## config.mk

```make
export PLATFORM = sky130hd
export DESIGN_NAME = jtlm_ctrl
export DESIGN_NICKNAME = d
export VERILOG_FILES = /design/src/hw/rtl/jtlm_pkg.sv /design/src/hw/rtl/jtlm_ctrl.sv
export SDC_FILE = /design/constraint.sdc
export NUM_CORES = 1
export LEC_CHECK = 0
export ABC_CLOCK_PERIOD_IN_PS = 1400
export BUFFER_PORTS_ARGS = -buffer_cell sky130_fd_sc_hd__buf_2
export CAP_MARGIN = 20
export CORE_AREA = 3 3 40 42
export DETAILED_ROUTE_END_ITERATION = 10
export DIE_AREA = 0 0 43 45
export HOLD_SLACK_MARGIN = 0.03
export PLACE_DENSITY = 0.53
export RECOVER_POWER = 25
export SLEW_MARGIN = 20
export SYNTH_ARGS = -nofsm -noshare
export SYNTH_HDL_FRONTEND = slang
export SYNTH_SLANG_ARGS = --single-unit
```

## constraint.sdc

```tcl
create_clock -name clk -period 1.4 [get_ports clk]
set_clock_uncertainty 0.05 [all_clocks]
set_input_delay 0.21 -clock clk [delete_from_list [all_inputs] [get_ports clk]]
set_output_delay 0.21 -clock clk [all_outputs]
set_load 0.1 [all_outputs]
```

## src/hw/rtl/jtlm_pkg.sv

```systemverilog
// Shared types and constants for the joint trajectory limit monitor.
package jtlm_pkg;

	// Register and field widths.
	localparam int RATE_W       = 17;
	localparam int STEP_LIM_W   = 24;
	localparam int SAT_W        = 48;
	localparam int PEAK_STEP_W  = 24;
	localparam int STEP_CMP_W   = 32;
	localparam int ACC_PROD_W   = SAT_W + RATE_W;
	localparam int CFG_ADDR_W   = 2;
	localparam int CFG_DATA_W   = 48;

	// Result packing on the master side.
	localparam int OUT_DATA_W   = 120;
	localparam int OUT_USER_W   = 3;
	localparam int OUT_VEL_LSB  = PEAK_STEP_W;
	localparam int OUT_ACC_LSB  = PEAK_STEP_W + SAT_W;
	localparam int USER_STEP_HI = 0;
	localparam int USER_VEL_HI  = 1;
	localparam int USER_ACC_HI  = 2;

	// Register indexes.
	localparam logic [CFG_ADDR_W-1:0] REG_RATE_HZ   = 2'd0;
	localparam logic [CFG_ADDR_W-1:0] REG_STEP_LIM  = 2'd1;
	localparam logic [CFG_ADDR_W-1:0] REG_VEL_LIM   = 2'd2;
	localparam logic [CFG_ADDR_W-1:0] REG_ACC_LIM   = 2'd3;

	// Register reset values.
	localparam logic [RATE_W-1:0]     RATE_HZ_RST  = 17'd1000;
	localparam logic [STEP_LIM_W-1:0] STEP_LIM_RST = 24'd10486;
	localparam logic [SAT_W-1:0]      VEL_LIM_RST  = 48'd2280653;
	localparam logic [SAT_W-1:0]      ACC_LIM_RST  = 48'd15728640;

	// Sample counter codes within one trajectory.
	localparam logic [1:0] SAMPLES_NONE = 2'd0;
	localparam logic [1:0] SAMPLES_ONE  = 2'd1;
	localparam logic [1:0] SAMPLES_TWO  = 2'd2;

	typedef enum logic [1:0] {
		ST_IDLE,
		ST_RUN,
		ST_DRAIN,
		ST_DONE
	} ctrl_state_t;

	// Commands from the controller to the datapath.
	typedef struct packed {
		logic load;
		logic issue;
		logic emit;
	} ctrl_cmd_t;

	// Status from the datapath to the controller.
	typedef struct packed {
		logic last_joint;
		logic busy;
	} dp_status_t;

endpackage

```

## src/hw/rtl/jtlm_ctrl.sv

```systemverilog
// Controller: item handshakes and sequencing of the joint walk.
module jtlm_ctrl (
	input  logic                 clk,
	input  logic                 arst_n,
	input  logic                 s_tvalid,
	output logic                 s_tready,
	output logic                 m_tvalid,
	input  logic                 m_tready,
	output jtlm_pkg::ctrl_cmd_t  cmd,
	input  jtlm_pkg::dp_status_t status
);

	jtlm_pkg::ctrl_state_t state_q, state_nxt;
	logic                  m_valid_q;
	logic                  out_free;

	assign out_free = !m_valid_q || m_tready;
	assign m_tvalid = m_valid_q;

	// State register.
	always_ff @(posedge clk or negedge arst_n) begin
		if (!arst_n) begin
			state_q <= jtlm_pkg::ST_IDLE;
		end else begin
			state_q <= state_nxt;
		end
	end

	// Next state.
	always_comb begin
		state_nxt = state_q;
		unique case (state_q)
			jtlm_pkg::ST_IDLE: begin
				if (s_tvalid) begin
					state_nxt = jtlm_pkg::ST_RUN;
				end
			end
			jtlm_pkg::ST_RUN: begin
				if (status.last_joint) begin
					state_nxt = jtlm_pkg::ST_DRAIN;
				end
			end
			jtlm_pkg::ST_DRAIN: begin
				if (!status.busy) begin
					state_nxt = jtlm_pkg::ST_DONE;
				end
			end
			jtlm_pkg::ST_DONE: begin
				if (out_free) begin
					state_nxt = jtlm_pkg::ST_IDLE;
				end
			end
			default: state_nxt = jtlm_pkg::ST_IDLE;
		endcase
	end

	// Outputs of the state machine.
	always_comb begin
		s_tready  = 1'b0;
		cmd.load  = 1'b0;
		cmd.issue = 1'b0;
		cmd.emit  = 1'b0;
		unique case (state_q)
			jtlm_pkg::ST_IDLE: begin
				s_tready = 1'b1;
				cmd.load = s_tvalid;
			end
			jtlm_pkg::ST_RUN: begin
				cmd.issue = 1'b1;
			end
			jtlm_pkg::ST_DRAIN: ;
			jtlm_pkg::ST_DONE: begin
				cmd.emit = out_free;
			end
			default: ;
		endcase
	end

	// Result valid flag: set when a result is loaded, cleared when it is taken.
	always_ff @(posedge clk or negedge arst_n) begin
		if (!arst_n) begin
			m_valid_q <= 1'b0;
		end else if (cmd.emit) begin
			m_valid_q <= 1'b1;
		end else if (m_tready) begin
			m_valid_q <= 1'b0;
		end
	end

`ifndef SYNTH
	// An accepted item starts the joint walk.
	a_accept_runs: assert property (@(posedge clk) disable iff (!arst_n)
		(s_tvalid && s_tready) |=> (state_q == jtlm_pkg::ST_RUN))
		else $error("accepted item did not start the joint walk");

	// The pipeline is empty whenever the block waits for an item.
	a_idle_empty: assert property (@(posedge clk) disable iff (!arst_n)
		(state_q == jtlm_pkg::ST_IDLE) |-> !status.busy)
		else $error("pipeline busy while idle");

	// A loaded result is presented on the next cycle.
	a_emit_valid: assert property (@(posedge clk) disable iff (!arst_n)
		cmd.emit |=> m_tvalid)
		else $error("loaded result not presented");

	// A result is never loaded over one that has not been taken.
	a_no_overwrite: assert property (@(posedge clk) disable iff (!arst_n)
		cmd.emit |-> (!m_valid_q || m_tready))
		else $error("result overwritten before it was taken");
`endif

endmodule
```

# Word level (Yosys, flattened, before mapping)
# Cells that the tools add are included.
# totals
reg_bits	3
inputBits	6
elab_cells	25
# op_classes
muxes	11
eq_ne	7
reduce_logical	5
# ops
operator	n
2-bit 2-to-1 mux	4
2-bit inequality test, second input constant	4
2-bit one-hot mux with 4 select lines	1
1-bit 2-to-1 mux	6
2-bit == test, second input constant	2
4-bit AND reduction	1
2-bit by 1-bit == test with 1-bit output, second input constant	1
2-bit zero test	1
2-bit nonzero test	1
1-bit zero test	1
1-bit logical OR	1

# Logic depth before layout (Yosys ltp)
# logic_depth
word_depth	4
depth_mapped	5
depth_no_buf	5

# Worst setup path before layout
# OpenSTA, ideal clock, no wires.
# synth_path
path_type	register to output
from	register state_q[0]
to	output port cmd[2] (netlist bit)
setup_slack_ns	-0.851
path_stages_with_launch	4
required_time_ns	1.140
arrival_time_ns	1.991
cell_sequence	dfrtp_1 > inv_1 > ha_1 > and2_2
# synth_lines
element	line_no	text
start: declaration	jtlm_ctrl.sv:13	jtlm_pkg::ctrl_state_t state_q, state_nxt;
start signal: assignment	jtlm_ctrl.sv:23	state_q <= jtlm_pkg::ST_IDLE;
start signal: assignment	jtlm_ctrl.sv:25	state_q <= state_nxt;
end: declaration	jtlm_ctrl.sv:9	output jtlm_pkg::ctrl_cmd_t cmd,

==> metrics <==
met1 wire length between 200 and 250 um; CP arrival between 1000 and 1500 ps; Placed Cells incl. Taps 50; startpoint types flop; CP Capture Type output port; layout cells sized above 1 ~77%; gr ovfl total 0; synthesized instance count 23; leading area contributor after synthesis dfrtp_1; Starting Density around 22%; RSZ-0062 raised after global routing true; routed wire length 644 um; classification of the worst-slack hold path input port to flop; CTS clock-pin slew for the worst setup and hold paths approximately 40 ps; most instantiated cells after synthesis ha_1, dfrtp_1, inv_1, nand2b_1, nand2b_4; clock latency on the worst-skew pair 230 ps; CTS Buffer Depth 2; cts bufs inserted 3; highest metal used met3; Final nets 59; DRC 0; GRT Util Overall 8.833%; kind of critical path flop to output port; failing checks setup timing; FF-to-FF Start state_q[0]; final worst slack -48.58 ps; DIE HEIGHT between 40 and 50 um; initial DRC count 1; max cap viols 0; TritonCTS clock tree built; setup violators final 5; Util after Layout 43.52%; critical path startpoint state_q[1]; via count 251; detailed placement HPWL about 500 um; row cnt 13; Final Instance Count excl. Fillers 62; synthesized cell area around 280 sq um; Detail Route Antenna Nets 0; ranking of synthesized cells by area dfrtp_1, ha_1, nand2b_4; Synth Area per Inst 12.13 sq um; Antenna diodes 0; Root Driver clkbuf_4; Synth Register Bits 3; die footprint ~1900 sq um; Post-synth EDFFs 0; drt pass-1 iters 2; largest net degree at the start of global routing 4; Final Max Slew Viols 0; Yosys top cell area share 26.91%; # IOs 11; Syn-to-layout area delta 100.4%; Final Cycle Share 103.5%; Worst R2R End state_q[1]; CTS sink count 3; hold path depth 3; Post-DP Area between 400 and 500 sq um; Fmax a little under 700 MHz; most common cell in the synthesized netlist ha_1; drt wl/cell between 10 and 15 um; Rel. slew slack about two thirds; CTS H-tree lvls 1; Top FF cell, synth dfrtp_1; via/cell ratio 4.048; reg-to-reg slack, setup -40 ps; RePlAce Congestion roughly 0.71; Final Hold Viols 0; Worst Reg-to-Reg Cells 5; I/O Buffers 10; asr flop ratio synth 100.0%; Distinct cells, synth 14; die width 43 um; synth warn 0; slew at the pin with the worst max-slew slack roughly 480 ps; Finished Cell Area around 560 sq um; met3 wire length around 47 um; Worst Setup EP cmd[2]; sequential-to-total area share from yosys stat 26.91%; vias in the first global route just over 300; initial antenna violation count 0; WP data required roughly 1100 ps; core area roughly 1300 sq um; met2 WL post-DR between 300 and 400 um; status finished with violations; first-pass GRT wire length ~1200 um; post-layout min period 1449 ps; Crit Path Max Fanout 3; post-synth net total 34
[metal layers]
| layer | GRT usage, % | up-vias |
|---|---|---|
| met2 | 15.57 | 8 |
| met4 | 9.036 | 0 |
| met1 | 8.213 | 116 |
| li1 | - | 127 |
| met3 | 1.992 | 0 |
| met5 | 0 | - |
[through the flow]
stage / TNS, ps / hold WS [ps] / setup slack (ps)
after floorplan: -220.4 / -135.6 / -115.3
after global placement: 0 / -45.77 / 48.44
after detailed placement: 0 / -36.86 / 29.73
after CTS: -198.9 / 220.2 / -60.44
after global routing: -456.1 / 251.6 / -92.00
final: -167.2 / 228.9 / -48.58
[critical path, cell delays in order, from the launching register on]
cell and delay (ps):
dfrtp_1 410, inv_2 100, ha_4 130, and2_4 140, buf_12 160
[placed cells by master (no fill, tap or decap), types with 2 or more instances in the layout]
cell type / count
and2_4: 2
buf_12: 4
buf_2: 5
buf_4: 8
clkbuf_1: 2
clkbuf_4: 3
dfrtp_1: 2
ha_4: 3
inv_2: 2
nand2b_1: 2
nand2b_4: 2
[flip-flops by register name, indices dropped and copies added, names as in the netlist]
register / flops
m_tvalid: 1
state_q: 2
[worst min-delay path by stage]
stage                         from  slack [ps]         end
after floorplan             arst_n        -140    m_tvalid
after global placement      arst_n         -50  state_q[0]
after detailed placement    arst_n         -40  state_q[0]
after CTS                 m_tready         220    m_tvalid
after global routing      m_tready         250    m_tvalid
final                     m_tready         230    m_tvalid
[cell families after synthesis]
logic type               after synthesis  synth area share, %
buffers and inverters                  2                2.692
AO/OA/AOI/OAI                          1                2.692
multiplexers                           1                5.380
AND/OR/NAND/NOR                       11                39.92
adder cells (fa/ha/maj)                5                22.42
flip-flops                             3                26.91
[what timing repair did]
item / 4_1_cts / 5_1_grt
resized for setup: 3 / 2
pin swaps: 4 / 2
setup endpoints to repair: 4 / 6
setup buffers: 7 / 0
hold buffers: 1 / 0
endpoints found under the hold margin: 3 / 0
[final cells by class]
| class | instances | area (sq um) |
|---|---|---|
| Clock buffer | 4 | 26.28 |
| Fill cell | 120 | 725.7 |
| Inverter | 2 | 7.507 |
| Multi-Input combinational cell | 18 | 240.2 |
| Sequential cell | 3 | 76.32 |
| Tap cell | 15 | 18.77 |
| Timing Repair Buffer | 20 | 190.2 |
Power is not shown: default switching activity piles up to over one toggle a cycle in this logic, so the estimate is an artifact.
