===== config.mk =====
export PLATFORM = sky130hd
export DESIGN_NAME = jtlm_datapath
export DESIGN_NICKNAME = d
export VERILOG_FILES = /design/src/hw/rtl/jtlm_pkg.sv /design/src/hw/rtl/jtlm_datapath.sv
export SDC_FILE = /design/constraint.sdc
export NUM_CORES = 2
export LEC_CHECK = 0
export ABC_AREA = 1
export ABC_CLOCK_PERIOD_IN_PS = 6560
export BUFFER_PORTS_ARGS = -buffer_cell sky130_fd_sc_hd__buf_2
export CORE_MARGIN = 2
export CORE_UTILIZATION = 40
export CTS_BUF_LIST = sky130_fd_sc_hd__clkbuf_8 sky130_fd_sc_hd__clkbuf_16
export CTS_CLUSTER_DIAMETER = 100
export DETAILED_ROUTE_END_ITERATION = 8
export GPL_ROUTABILITY_DRIVEN = 0
export SETUP_SLACK_MARGIN = 0.3
export SYNTH_ARGS = -nofsm -noshare
export SYNTH_HDL_FRONTEND = slang
export SYNTH_SLANG_ARGS = --single-unit
export TNS_END_PERCENT = 20

===== constraint.sdc =====
create_clock -name clk -period 6.56 [get_ports clk]
set_input_delay 0.984 -clock clk [delete_from_list [all_inputs] [get_ports clk]]
set_output_delay 0.984 -clock clk [all_outputs]
set_load 0.05 [all_outputs]

===== src/hw/rtl/jtlm_pkg.sv =====
// Shared types and constants for the joint trajectory limit monitor.
package jtlm_pkg;

	// Register and field widths.
	localparam int RATE_W       = 17;
	localparam int STEP_LIM_W   = 24;
	localparam int SAT_W        = 48;
	localparam int PEAK_STEP_W  = 24;
	localparam int STEP_CMP_W   = 32;
	localparam int ACC_PROD_W   = SAT_W + RATE_W;
	localparam int CFG_ADDR_W   = 2;
	localparam int CFG_DATA_W   = 48;

	// Result packing on the master side.
	localparam int OUT_DATA_W   = 120;
	localparam int OUT_USER_W   = 3;
	localparam int OUT_VEL_LSB  = PEAK_STEP_W;
	localparam int OUT_ACC_LSB  = PEAK_STEP_W + SAT_W;
	localparam int USER_STEP_HI = 0;
	localparam int USER_VEL_HI  = 1;
	localparam int USER_ACC_HI  = 2;

	// Register indexes.
	localparam logic [CFG_ADDR_W-1:0] REG_RATE_HZ   = 2'd0;
	localparam logic [CFG_ADDR_W-1:0] REG_STEP_LIM  = 2'd1;
	localparam logic [CFG_ADDR_W-1:0] REG_VEL_LIM   = 2'd2;
	localparam logic [CFG_ADDR_W-1:0] REG_ACC_LIM   = 2'd3;

	// Register reset values.
	localparam logic [RATE_W-1:0]     RATE_HZ_RST  = 17'd1000;
	localparam logic [STEP_LIM_W-1:0] STEP_LIM_RST = 24'd10486;
	localparam logic [SAT_W-1:0]      VEL_LIM_RST  = 48'd2280653;
	localparam logic [SAT_W-1:0]      ACC_LIM_RST  = 48'd15728640;

	// Sample counter codes within one trajectory.
	localparam logic [1:0] SAMPLES_NONE = 2'd0;
	localparam logic [1:0] SAMPLES_ONE  = 2'd1;
	localparam logic [1:0] SAMPLES_TWO  = 2'd2;

	typedef enum logic [1:0] {
		ST_IDLE,
		ST_RUN,
		ST_DRAIN,
		ST_DONE
	} ctrl_state_t;

	// Commands from the controller to the datapath.
	typedef struct packed {
		logic load;
		logic issue;
		logic emit;
	} ctrl_cmd_t;

	// Status from the datapath to the controller.
	typedef struct packed {
		logic last_joint;
		logic busy;
	} dp_status_t;

endpackage


===== src/hw/rtl/jtlm_datapath.sv =====
// Datapath: item capture, per-joint step and multiply pipeline, maxima and result register.
module jtlm_datapath #(
	parameter int JOINT_COUNT    = 7,
	parameter int POSITION_WIDTH = 24
) (
	input  logic                                   clk,
	input  logic                                   arst_n,
	input  jtlm_pkg::ctrl_cmd_t                    cmd,
	output jtlm_pkg::dp_status_t                   status,
	input  logic                                   cfg_wr_en,
	input  logic [jtlm_pkg::CFG_ADDR_W-1:0]        cfg_addr,
	input  logic [jtlm_pkg::CFG_DATA_W-1:0]        cfg_wdata,
	input  logic                                   in_start,
	input  logic [JOINT_COUNT*POSITION_WIDTH-1:0]  in_positions,
	output logic [jtlm_pkg::PEAK_STEP_W-1:0]       peak_step,
	output logic [jtlm_pkg::SAT_W-1:0]             max_velocity,
	output logic [jtlm_pkg::SAT_W-1:0]             max_acceleration,
	output logic                                   step_high,
	output logic                                   velocity_high,
	output logic                                   acceleration_high
);

	localparam int PW     = POSITION_WIDTH;
	localparam int JW     = (JOINT_COUNT > 1) ? $clog2(JOINT_COUNT) : 1;
	localparam int PROD_W = PW + jtlm_pkg::RATE_W;
	localparam int VEL_W  = (PROD_W > jtlm_pkg::SAT_W) ? PROD_W : jtlm_pkg::SAT_W + 1;
	localparam int SW     = jtlm_pkg::SAT_W;
	localparam int CW     = jtlm_pkg::STEP_CMP_W;
	localparam int AW     = jtlm_pkg::ACC_PROD_W;

	// Configuration registers.
	logic [jtlm_pkg::RATE_W-1:0]     rate_q;
	logic [jtlm_pkg::STEP_LIM_W-1:0] step_lim_q;
	logic [SW-1:0]                   vel_lim_q;
	logic [SW-1:0]                   acc_lim_q;

	// Captured item and joint walk.
	logic signed [PW-1:0] pos_q [JOINT_COUNT];
	logic [JW-1:0]        joint_q;
	logic [1:0]           samples_q;

	// Per-joint history.
	logic signed [PW-1:0] prev_pos_q  [JOINT_COUNT];
	logic [PW-1:0]        prev_step_q [JOINT_COUNT];

	// Pipeline registers.
	logic          valid_s1, has_acc_s1;
	logic [PW-1:0] step_s1, dd_s1;
	logic          valid_s2, has_acc_s2;
	logic [SW-1:0] vel_s2, acc1_s2;
	logic          valid_s3;
	logic [SW-1:0] acc_s3;

	// Running maxima.
	logic [PW-1:0] peak_step_q;
	logic [SW-1:0] max_vel_q;
	logic [SW-1:0] max_acc_q;

	// Stage 0 combinational values.
	logic signed [PW-1:0] cur_pos, cur_prev_pos;
	logic [PW-1:0]        cur_prev_step;
	logic signed [PW:0]   diff;
	logic [PW:0]          diff_mag;
	logic [PW-1:0]        step_c, dd_c;
	logic                 has_step, has_acc;

	// Multiplier outputs.
	logic [VEL_W-1:0] vel_prod, acc1_prod;
	logic [AW-1:0]    acc_prod;

	// Result formation.
	logic [CW-1:0]                    peak_step_ext;
	logic [jtlm_pkg::PEAK_STEP_W-1:0] peak_step_sat;

	// Configuration writes.
	always_ff @(posedge clk or negedge arst_n) begin
		if (!arst_n) begin
			rate_q     <= jtlm_pkg::RATE_HZ_RST;
			step_lim_q <= jtlm_pkg::STEP_LIM_RST;
			vel_lim_q  <= jtlm_pkg::VEL_LIM_RST;
			acc_lim_q  <= jtlm_pkg::ACC_LIM_RST;
		end else if (cfg_wr_en) begin
			unique case (cfg_addr)
				jtlm_pkg::REG_RATE_HZ:  rate_q     <= cfg_wdata[jtlm_pkg::RATE_W-1:0];
				jtlm_pkg::REG_STEP_LIM: step_lim_q <= cfg_wdata[jtlm_pkg::STEP_LIM_W-1:0];
				jtlm_pkg::REG_VEL_LIM:  vel_lim_q  <= cfg_wdata[SW-1:0];
				jtlm_pkg::REG_ACC_LIM:  acc_lim_q  <= cfg_wdata[SW-1:0];
				default: ;
			endcase
		end
	end

	// Capture the joint positions of an accepted item.
	always_ff @(posedge clk) begin
		if (cmd.load) begin
			for (int j = 0; j < JOINT_COUNT; j++) begin
				pos_q[j] <= in_positions[j*PW +: PW];
			end
		end
	end

	// Joint counter for the walk over the joints.
	always_ff @(posedge clk or negedge arst_n) begin
		if (!arst_n) begin
			joint_q <= '0;
		end else if (cmd.load) begin
			joint_q <= '0;
		end else if (cmd.issue) begin
			joint_q <= joint_q + JW'(1);
		end
	end

	assign status.last_joint = (joint_q == JW'(JOINT_COUNT - 1));
	assign status.busy       = valid_s1 | valid_s2 | valid_s3;

	// Sample count within the trajectory; a start flag restarts it.
	always_ff @(posedge clk or negedge arst_n) begin
		if (!arst_n) begin
			samples_q <= jtlm_pkg::SAMPLES_NONE;
		end else if (cmd.load && in_start) begin
			samples_q <= jtlm_pkg::SAMPLES_NONE;
		end else if (cmd.emit && samples_q != jtlm_pkg::SAMPLES_TWO) begin
			samples_q <= samples_q + 2'd1;
		end
	end

	// Step magnitude and change of step for the current joint.
	always_comb begin
		cur_pos       = pos_q[joint_q];
		cur_prev_pos  = prev_pos_q[joint_q];
		cur_prev_step = prev_step_q[joint_q];
		diff          = {cur_pos[PW-1], cur_pos} - {cur_prev_pos[PW-1], cur_prev_pos};
		diff_mag      = diff[PW] ? (~diff + (PW+1)'(1)) : diff;
		step_c        = diff_mag[PW-1:0];
		dd_c          = (step_c >= cur_prev_step) ? (step_c - cur_prev_step)
		                                          : (cur_prev_step - step_c);
		has_step      = (samples_q != jtlm_pkg::SAMPLES_NONE);
		has_acc       = (samples_q == jtlm_pkg::SAMPLES_TWO);
	end

	// History update and stage 1 payload.
	always_ff @(posedge clk) begin
		if (cmd.issue) begin
			prev_pos_q[joint_q] <= cur_pos;
			if (has_step) begin
				prev_step_q[joint_q] <= step_c;
			end
		end
		step_s1 <= step_c;
		dd_s1   <= dd_c;
	end

	// Stage 2: velocity and first acceleration product, both saturated.
	always_comb begin
		vel_prod  = VEL_W'(step_s1) * VEL_W'(rate_q);
		acc1_prod = VEL_W'(dd_s1) * VEL_W'(rate_q);
	end

	always_ff @(posedge clk) begin
		vel_s2  <= (|vel_prod[VEL_W-1:SW]) ? '1 : vel_prod[SW-1:0];
		acc1_s2 <= (|acc1_prod[VEL_W-1:SW]) ? '1 : acc1_prod[SW-1:0];
	end

	// Stage 3: second acceleration product, saturated.
	assign acc_prod = AW'(acc1_s2) * AW'(rate_q);

	always_ff @(posedge clk) begin
		acc_s3 <= (|acc_prod[AW-1:SW]) ? '1 : acc_prod[SW-1:0];
	end

	// Pipeline valid bits.
	always_ff @(posedge clk or negedge arst_n) begin
		if (!arst_n) begin
			valid_s1   <= 1'b0;
			has_acc_s1 <= 1'b0;
			valid_s2   <= 1'b0;
			has_acc_s2 <= 1'b0;
			valid_s3   <= 1'b0;
		end else begin
			valid_s1   <= cmd.issue & has_step;
			has_acc_s1 <= has_acc;
			valid_s2   <= valid_s1;
			has_acc_s2 <= has_acc_s1;
			valid_s3   <= valid_s2 & has_acc_s2;
		end
	end

	// Running maxima, cleared at the start of a trajectory.
	always_ff @(posedge clk or negedge arst_n) begin
		if (!arst_n) begin
			peak_step_q <= '0;
			max_vel_q   <= '0;
			max_acc_q   <= '0;
		end else if (cmd.load && in_start) begin
			peak_step_q <= '0;
			max_vel_q   <= '0;
			max_acc_q   <= '0;
		end else begin
			if (valid_s1 && step_s1 > peak_step_q) begin
				peak_step_q <= step_s1;
			end
			if (valid_s2 && vel_s2 > max_vel_q) begin
				max_vel_q <= vel_s2;
			end
			if (valid_s3 && acc_s3 > max_acc_q) begin
				max_acc_q <= acc_s3;
			end
		end
	end

	// The reported step saturates at the field width; the limit check uses the full value.
	always_comb begin
		peak_step_ext = CW'(peak_step_q);
		peak_step_sat = (peak_step_ext > CW'({jtlm_pkg::PEAK_STEP_W{1'b1}}))
		                ? '1 : peak_step_ext[jtlm_pkg::PEAK_STEP_W-1:0];
	end

	// Result register.
	always_ff @(posedge clk) begin
		if (cmd.emit) begin
			peak_step         <= peak_step_sat;
			max_velocity      <= max_vel_q;
			max_acceleration  <= max_acc_q;
			step_high         <= (peak_step_ext > CW'(step_lim_q));
			velocity_high     <= (max_vel_q > vel_lim_q);
			acceleration_high <= (max_acc_q > acc_lim_q);
		end
	end

endmodule


Yosys cells after proc, flatten, opt, wreduce, memory -nomap -nowiden:

Memories as Yosys holds them, arrays and structs flattened.
Cells that the tools add are included.

* word-level logic and storage cells: 91
* flip-flop bits (word level): 568
* input bits: 225
* RAM bits: 504
* output and inout bits: 125
* memories: 3

* muxes and demuxes: 19
* reductions and logical operators: 17
* magnitude comparators: 7
* add/subtract/negate cells: 6
* bitwise logic cells: 5
* eq/ne operators: 6
* multiply operators: 3

Memory list
* pos_q: depth 7, bits a word 24, read ports 1, clocked after memory_dff 0, wr ports 7, RTL line jtlm_datapath.sv:38 `logic signed [PW-1:0] pos_q [JOINT_COUNT];`
* prev_pos_q: depth 7, bits a word 24, read ports 1, clocked after memory_dff 0, wr ports 1, RTL line jtlm_datapath.sv:43 `logic signed [PW-1:0] prev_pos_q [JOINT_COUNT];`
* prev_step_q: depth 7, bits a word 24, read ports 1, clocked after memory_dff 0, wr ports 1, RTL line jtlm_datapath.sv:44 `logic [PW-1:0] prev_step_q [JOINT_COUNT];`

Operators by type and width (number)
* two-way mux 48 bit: 4
* greater-than comparator 48 bit: 3
* two-way mux 24 bit: 4
* multiplier 24 x 17 -> 41 bit: 2
* multiplier 41 x 17 -> 58 bit: 1
* greater-than comparator 24 bit: 2
* greater-than comparator 41 x 48 -> 1 bit: 1
* subtractor 24 bit: 2
* subtractor 24 x 24 -> 25 bit: 1
* adder 24 x 2 -> 24 bit (second input constant): 1
* >= comparator 24 bit: 1
* NOT 24 bit: 1
* OR reduction 17 bit: 1
* nonzero test 2 bit: 6
* AND reduction 2 bit: 4
* two-way mux 1 bit: 7
* == test 2 bit (second input constant): 3
* two-way mux 3 bit: 2
* logical AND 1 bit: 5
* two-way mux 2 bit: 2
* adder 3 x 1 -> 3 bit (second input constant): 1
* == test 3 bit (second input constant): 1
* adder 2 x 1 -> 2 bit (second input constant): 1
* bitwise AND 1 bit: 2
* other kinds (4): 5

Depth between registers and ports, before layout:

An unclocked memory read counts as a cell.

* depth in word-level cells: 7
* depth in mapped cells: 42
* gate-level depth less buffers: 39

Worst setup path before layout:

OpenSTA, ideal clock, no wires.

* kind: register to register
* start: register rate_q[3] (netlist bit)
* end: register acc_s3[34]
* arrival: 5977 ps
* required time: 6434 ps
* stages on the path, launching flop included: 31
* clock period less this slack: 6103 ps
* setup time: 126 ps
* slack: 457 ps
* cell sequence: dfstp_2 > clkbuf_1 > clkbuf_1 > nand2_1 > fa_1 > inv_1 > fa_1 > inv_1 > fa_1 > inv_1 > fa_1 > fa_1 > inv_1 > fa_1 > inv_1 > ha_1 > nand2_1 > nor2_2 > inv_2 > nor2_4 > inv_2 > nor3_1 > nand2_1 > nand3_1 > nand2_1 > nand2_1 > nand2_1 > nor2_4 > buf_6 > buf_8 > nand4_2

* word-level cells in the longest chain between the ends: 2

Ends and longest elaborated chain
* from (decl): RTL line jtlm_datapath.sv:32 `logic [jtlm_pkg::RATE_W-1:0] rate_q;`
* from (signal assigned): RTL line jtlm_datapath.sv:78 `rate_q <= jtlm_pkg::RATE_HZ_RST;`
* from (signal assigned): RTL line jtlm_datapath.sv:84 `jtlm_pkg::REG_RATE_HZ: rate_q <= cfg_wdata[jtlm_pkg::RATE_W-1:0];`
* multiplier 41 x 17 -> 58 bit *: RTL line jtlm_datapath.sv:165 `assign acc_prod = AW'(acc1_s2) * AW'(rate_q);`
* OR reduction 17 bit: RTL line jtlm_datapath.sv:168 `acc_s3 <= (|acc_prod[AW-1:SW]) ? '1 : acc_prod[SW-1:0];`
* to (signal assigned): RTL line jtlm_datapath.sv:168
* to (decl): RTL line jtlm_datapath.sv:52 `logic [SW-1:0] acc_s3;`

Every way passes the cells marked *; elsewhere a longest branch is shown, timed or not.
A chain may end at the register's enable or synchronous reset.

Final worst setup path:

* start: register rate_q[5] (netlist bit)
* end: register acc_s3[23]

The elaborated chain is that of the path after synthesis.

==> metrics.txt <==
number of synthesized flops with an enable pin 620; area share of the largest cell type after synthesis 0.2581; total track usage 0.2378; Most used DFF post-synth edfxtp_1; register area share after synthesis 0.2974; RSZ-0062 raised after global routing true; antenna viol nets, final 0; CORE AREA 240300 um^2; final setup fails 0; clk root buf clkbuf_16; critical-path maximum fanout 12; P&R area growth vs syn 14.77%; grt total ovfl 0; Fmax achieved 0.1549 GHz; drt wl/cell 20.18 um; Worst R2R Path Depth 27; YS warnings 0; vias per cell 5.180; placed insts 14280; Worst setup SP type register; Port Buffer Count 342; outcome complete, no violations; number of global-route vias before repair 77940; die area 245400 um^2; Hold-fix buffers, CTS 0; drt total wl 295.0 mm; Setup crit end kind register; starting density of the core 0.4019; Worst-Margin Slew 1.230 ns; via count 75740; Finished Layout Cells 14620; most common cell in the synthesized netlist nand2_1; leading area contributor after synthesis fa_1; io pins 350; row cnt 180; Worst Path Required 7.13 ns; Design Area, Final 110900 um^2; Synth area leaders fa_1 (26%), edfxtp_1 (19%), nand2_1 (10%), inv_1 (10%), ha_1 (8.6%); Hold Crit Class in2async; flops & latches, synth 1058; fraction of layout cells with a size suffix above 1 0.1352; CTS Buf Count 110; post-synthesis cell type count 66; average cell area after synthesis 8.857 um^2; final hold slack 0.2400 ns; Area after DPL 103600 um^2; Max-Cap Viols 0; Hold Violations, Final 0; initial drt markers 6196; Die Y 495.4 um; TritonCTS clock tree done; Clock Latency Late Sink 0.82 ns; fin. max-slew vios 0; post-layout min period 6.457 ns; Worst R2R Setup Slack 0.10 ns; Die W 495.4 um; H-tree depth 3; HPWL after detailed placement 219.9 mm; asr flop ratio synth 0.2457; launch point of the critical path rate_q[5]$_DFFE_PN1P_; deepest clock path buffer count 3; Critical Path AT 7.03 ns; Reg clk slew, reported paths 0.06 ns; R2R Path Start rate_q[5]$_DFFE_PN1P_; First-pass DRT Iterations 6; crit path capture acc_s3[23]$_SDFF_PP1_; Final Skew 0.09354 ns; first-pass GRT wire length 451.7 mm; Setup Crit Path Kind reg2reg; Final Cycle Share 0.9843; synthesized netlist cell count 10910; initial antenna violation count 13; final net count 13470; reg2reg end acc_s3[23]$_SDFF_PP1_; drc violations 0; Worst slew margin 0.1788; Clock Sink Count 1058; largest net degree at the start of global routing 114; Commonest cells post-synth nand2_1 (2613), inv_1 (2567), fa_1 (1245), ha_1 (664), edfxtp_1 (620); synthesized area 96580 um^2
==> area by class of cell <==
| class | instances | area, um^2 |
|---|---|---|
| inverter | 2601 | 9801 |
| antenna | 14 | 35.03 |
| clock inverter | 83 | 725.7 |
| tap | 3185 | 3985 |
| fill | 22610 | 129500 |
| multi-input combinational | 6730 | 57950 |
| clock buffer | 118 | 2863 |
| timing repair inverter | 1 | 5.005 |
| sequential | 1058 | 28800 |
| timing repair buffer | 831 | 6688 |
==> what timing repair did <==
action / CTS / global route
cloned: 8 / 11
pin swaps: 15 / 73
setup endpoints to repair: 106 / 113
gates resized for setup: 155 / 354
buffers inserted: 51 / 53
==> worst min-delay path by stage <==
stage	end	slack (ns)
floorplan	has_acc_s2$_DFF_PN0_	0.33
finish	vel_lim_q[5]$_DFFE_PN0P_	0.24
CTS	joint_q[2]$_DFFE_PN0P_	0.26
global route	vel_lim_q[4]$_DFFE_PN0P_	0.28
global placement	valid_s3$_DFF_PN0_	0.44
detailed placement	valid_s3$_DFF_PN0_	0.45
==> worst max-delay path, cell delays in order (launching register included) <==
cell     delay (ns)
dfstp_4        0.64
buf_6          0.14
buf_4          0.13
nand2_1        0.07
fa_1           0.55
inv_1          0.05
fa_1           0.47
inv_1          0.05
fa_1           0.51
inv_1          0.06
fa_1           0.49
fa_1           0.50
inv_1          0.05
fa_1           0.47
inv_1          0.06
ha_4           0.25
a21oi_1        0.27
o21ai_1        0.15
a21oi_1        0.27
nand2_1        0.11
a21oi_2        0.14
nand3_1        0.08
nand2_1        0.07
nand2_1        0.09
nor2_4         0.19
buf_6          0.14
buf_12         0.13
nand4_1        0.14
==> sequential cells by signal (all words and copies together), names as in the netlist, 41 cells and up <==
signal            flops
prev_step_q         168
prev_pos_q          168
acc1_s2              41
max_acceleration     48
acc_lim_q            48
max_acc_q            48
vel_s2               41
pos_q               168
max_vel_q            41
max_velocity         41
acc_s3               48
vel_lim_q            48
==> layer usage <==
| layer | global-route usage | vias up | part of all wire |
|---|---|---|---|
| li1 | - | 34190 | - |
| met1 | 0.3207 | 37700 | 0.42 |
| met2 | 0.3872 | 3254 | 0.46 |
| met3 | 0.03717 | 595 | 0.079 |
| met4 | 0.08685 | 8 | 0.040 |
| met5 | 0 | - | 0.00020 |
==> cells by family (layout without fill, tap and decap cells) <==
family / Yosys count / in the layout / share of synthesized area
xor gates and xnor gates: 174 / 174 / 0.01628
AOI/OAI and AO/OA: 1043 / 1043 / 0.06339
muxes: 9 / 9 / 0.001049
DFF: 1058 / 1058 / 0.2974
adders and majority gates: 1909 / 1909 / 0.3441
buffers and inverters: 3123 / 3634 / 0.1233
other: 1 / 21 / 0.00003883
and+or+nand+nor: 3588 / 3588 / 0.1545
==> per-stage QoR <==
| stage | TNS (ns) | setup WS (ns) | utilization |
|---|---|---|---|
| detailed placement | -5.096 | -0.1260 | 0.4312 |
| finish | 0 | 0.1027 | 0.4613 |
| global placement | -0.1061 | -0.08203 | 0.4312 |
| global route | -1.956 | -0.08889 | 0.4612 |
| floorplan | 0 | 0.4565 | - |
| CTS | 0 | 0.1662 | 0.4523 |
==> placed cells by master, fill, tap and decap left out, types with 59 or more instances in the layout <==
cell | synthesis | final
nand2_1 | 2613 | 2575
xnor2_1 | 70 | 69
xor2_1 | 99 | 96
nand2_2 | 34 | 59
nand3_1 | 262 | 250
o21ai_0 | 317 | 282
ha_1 | 664 | 582
a21oi_1 | 391 | 332
nand4_1 | 200 | 200
buf_2 | 38 | 339
dfxtp_1 | 178 | 170
fa_1 | 1245 | 1226
nor2_1 | 339 | 264
nor2_2 | 20 | 60
buf_4 | 9 | 381
edfxtp_1 | 620 | 620
dfrtp_1 | 231 | 217
clkbuf_16 | 0 | 119
a22o_1 | 60 | 60
inv_1 | 2567 | 2572
Power is not shown: default switching activity piles up to over one toggle a cycle in this logic, so the estimate is an artifact.
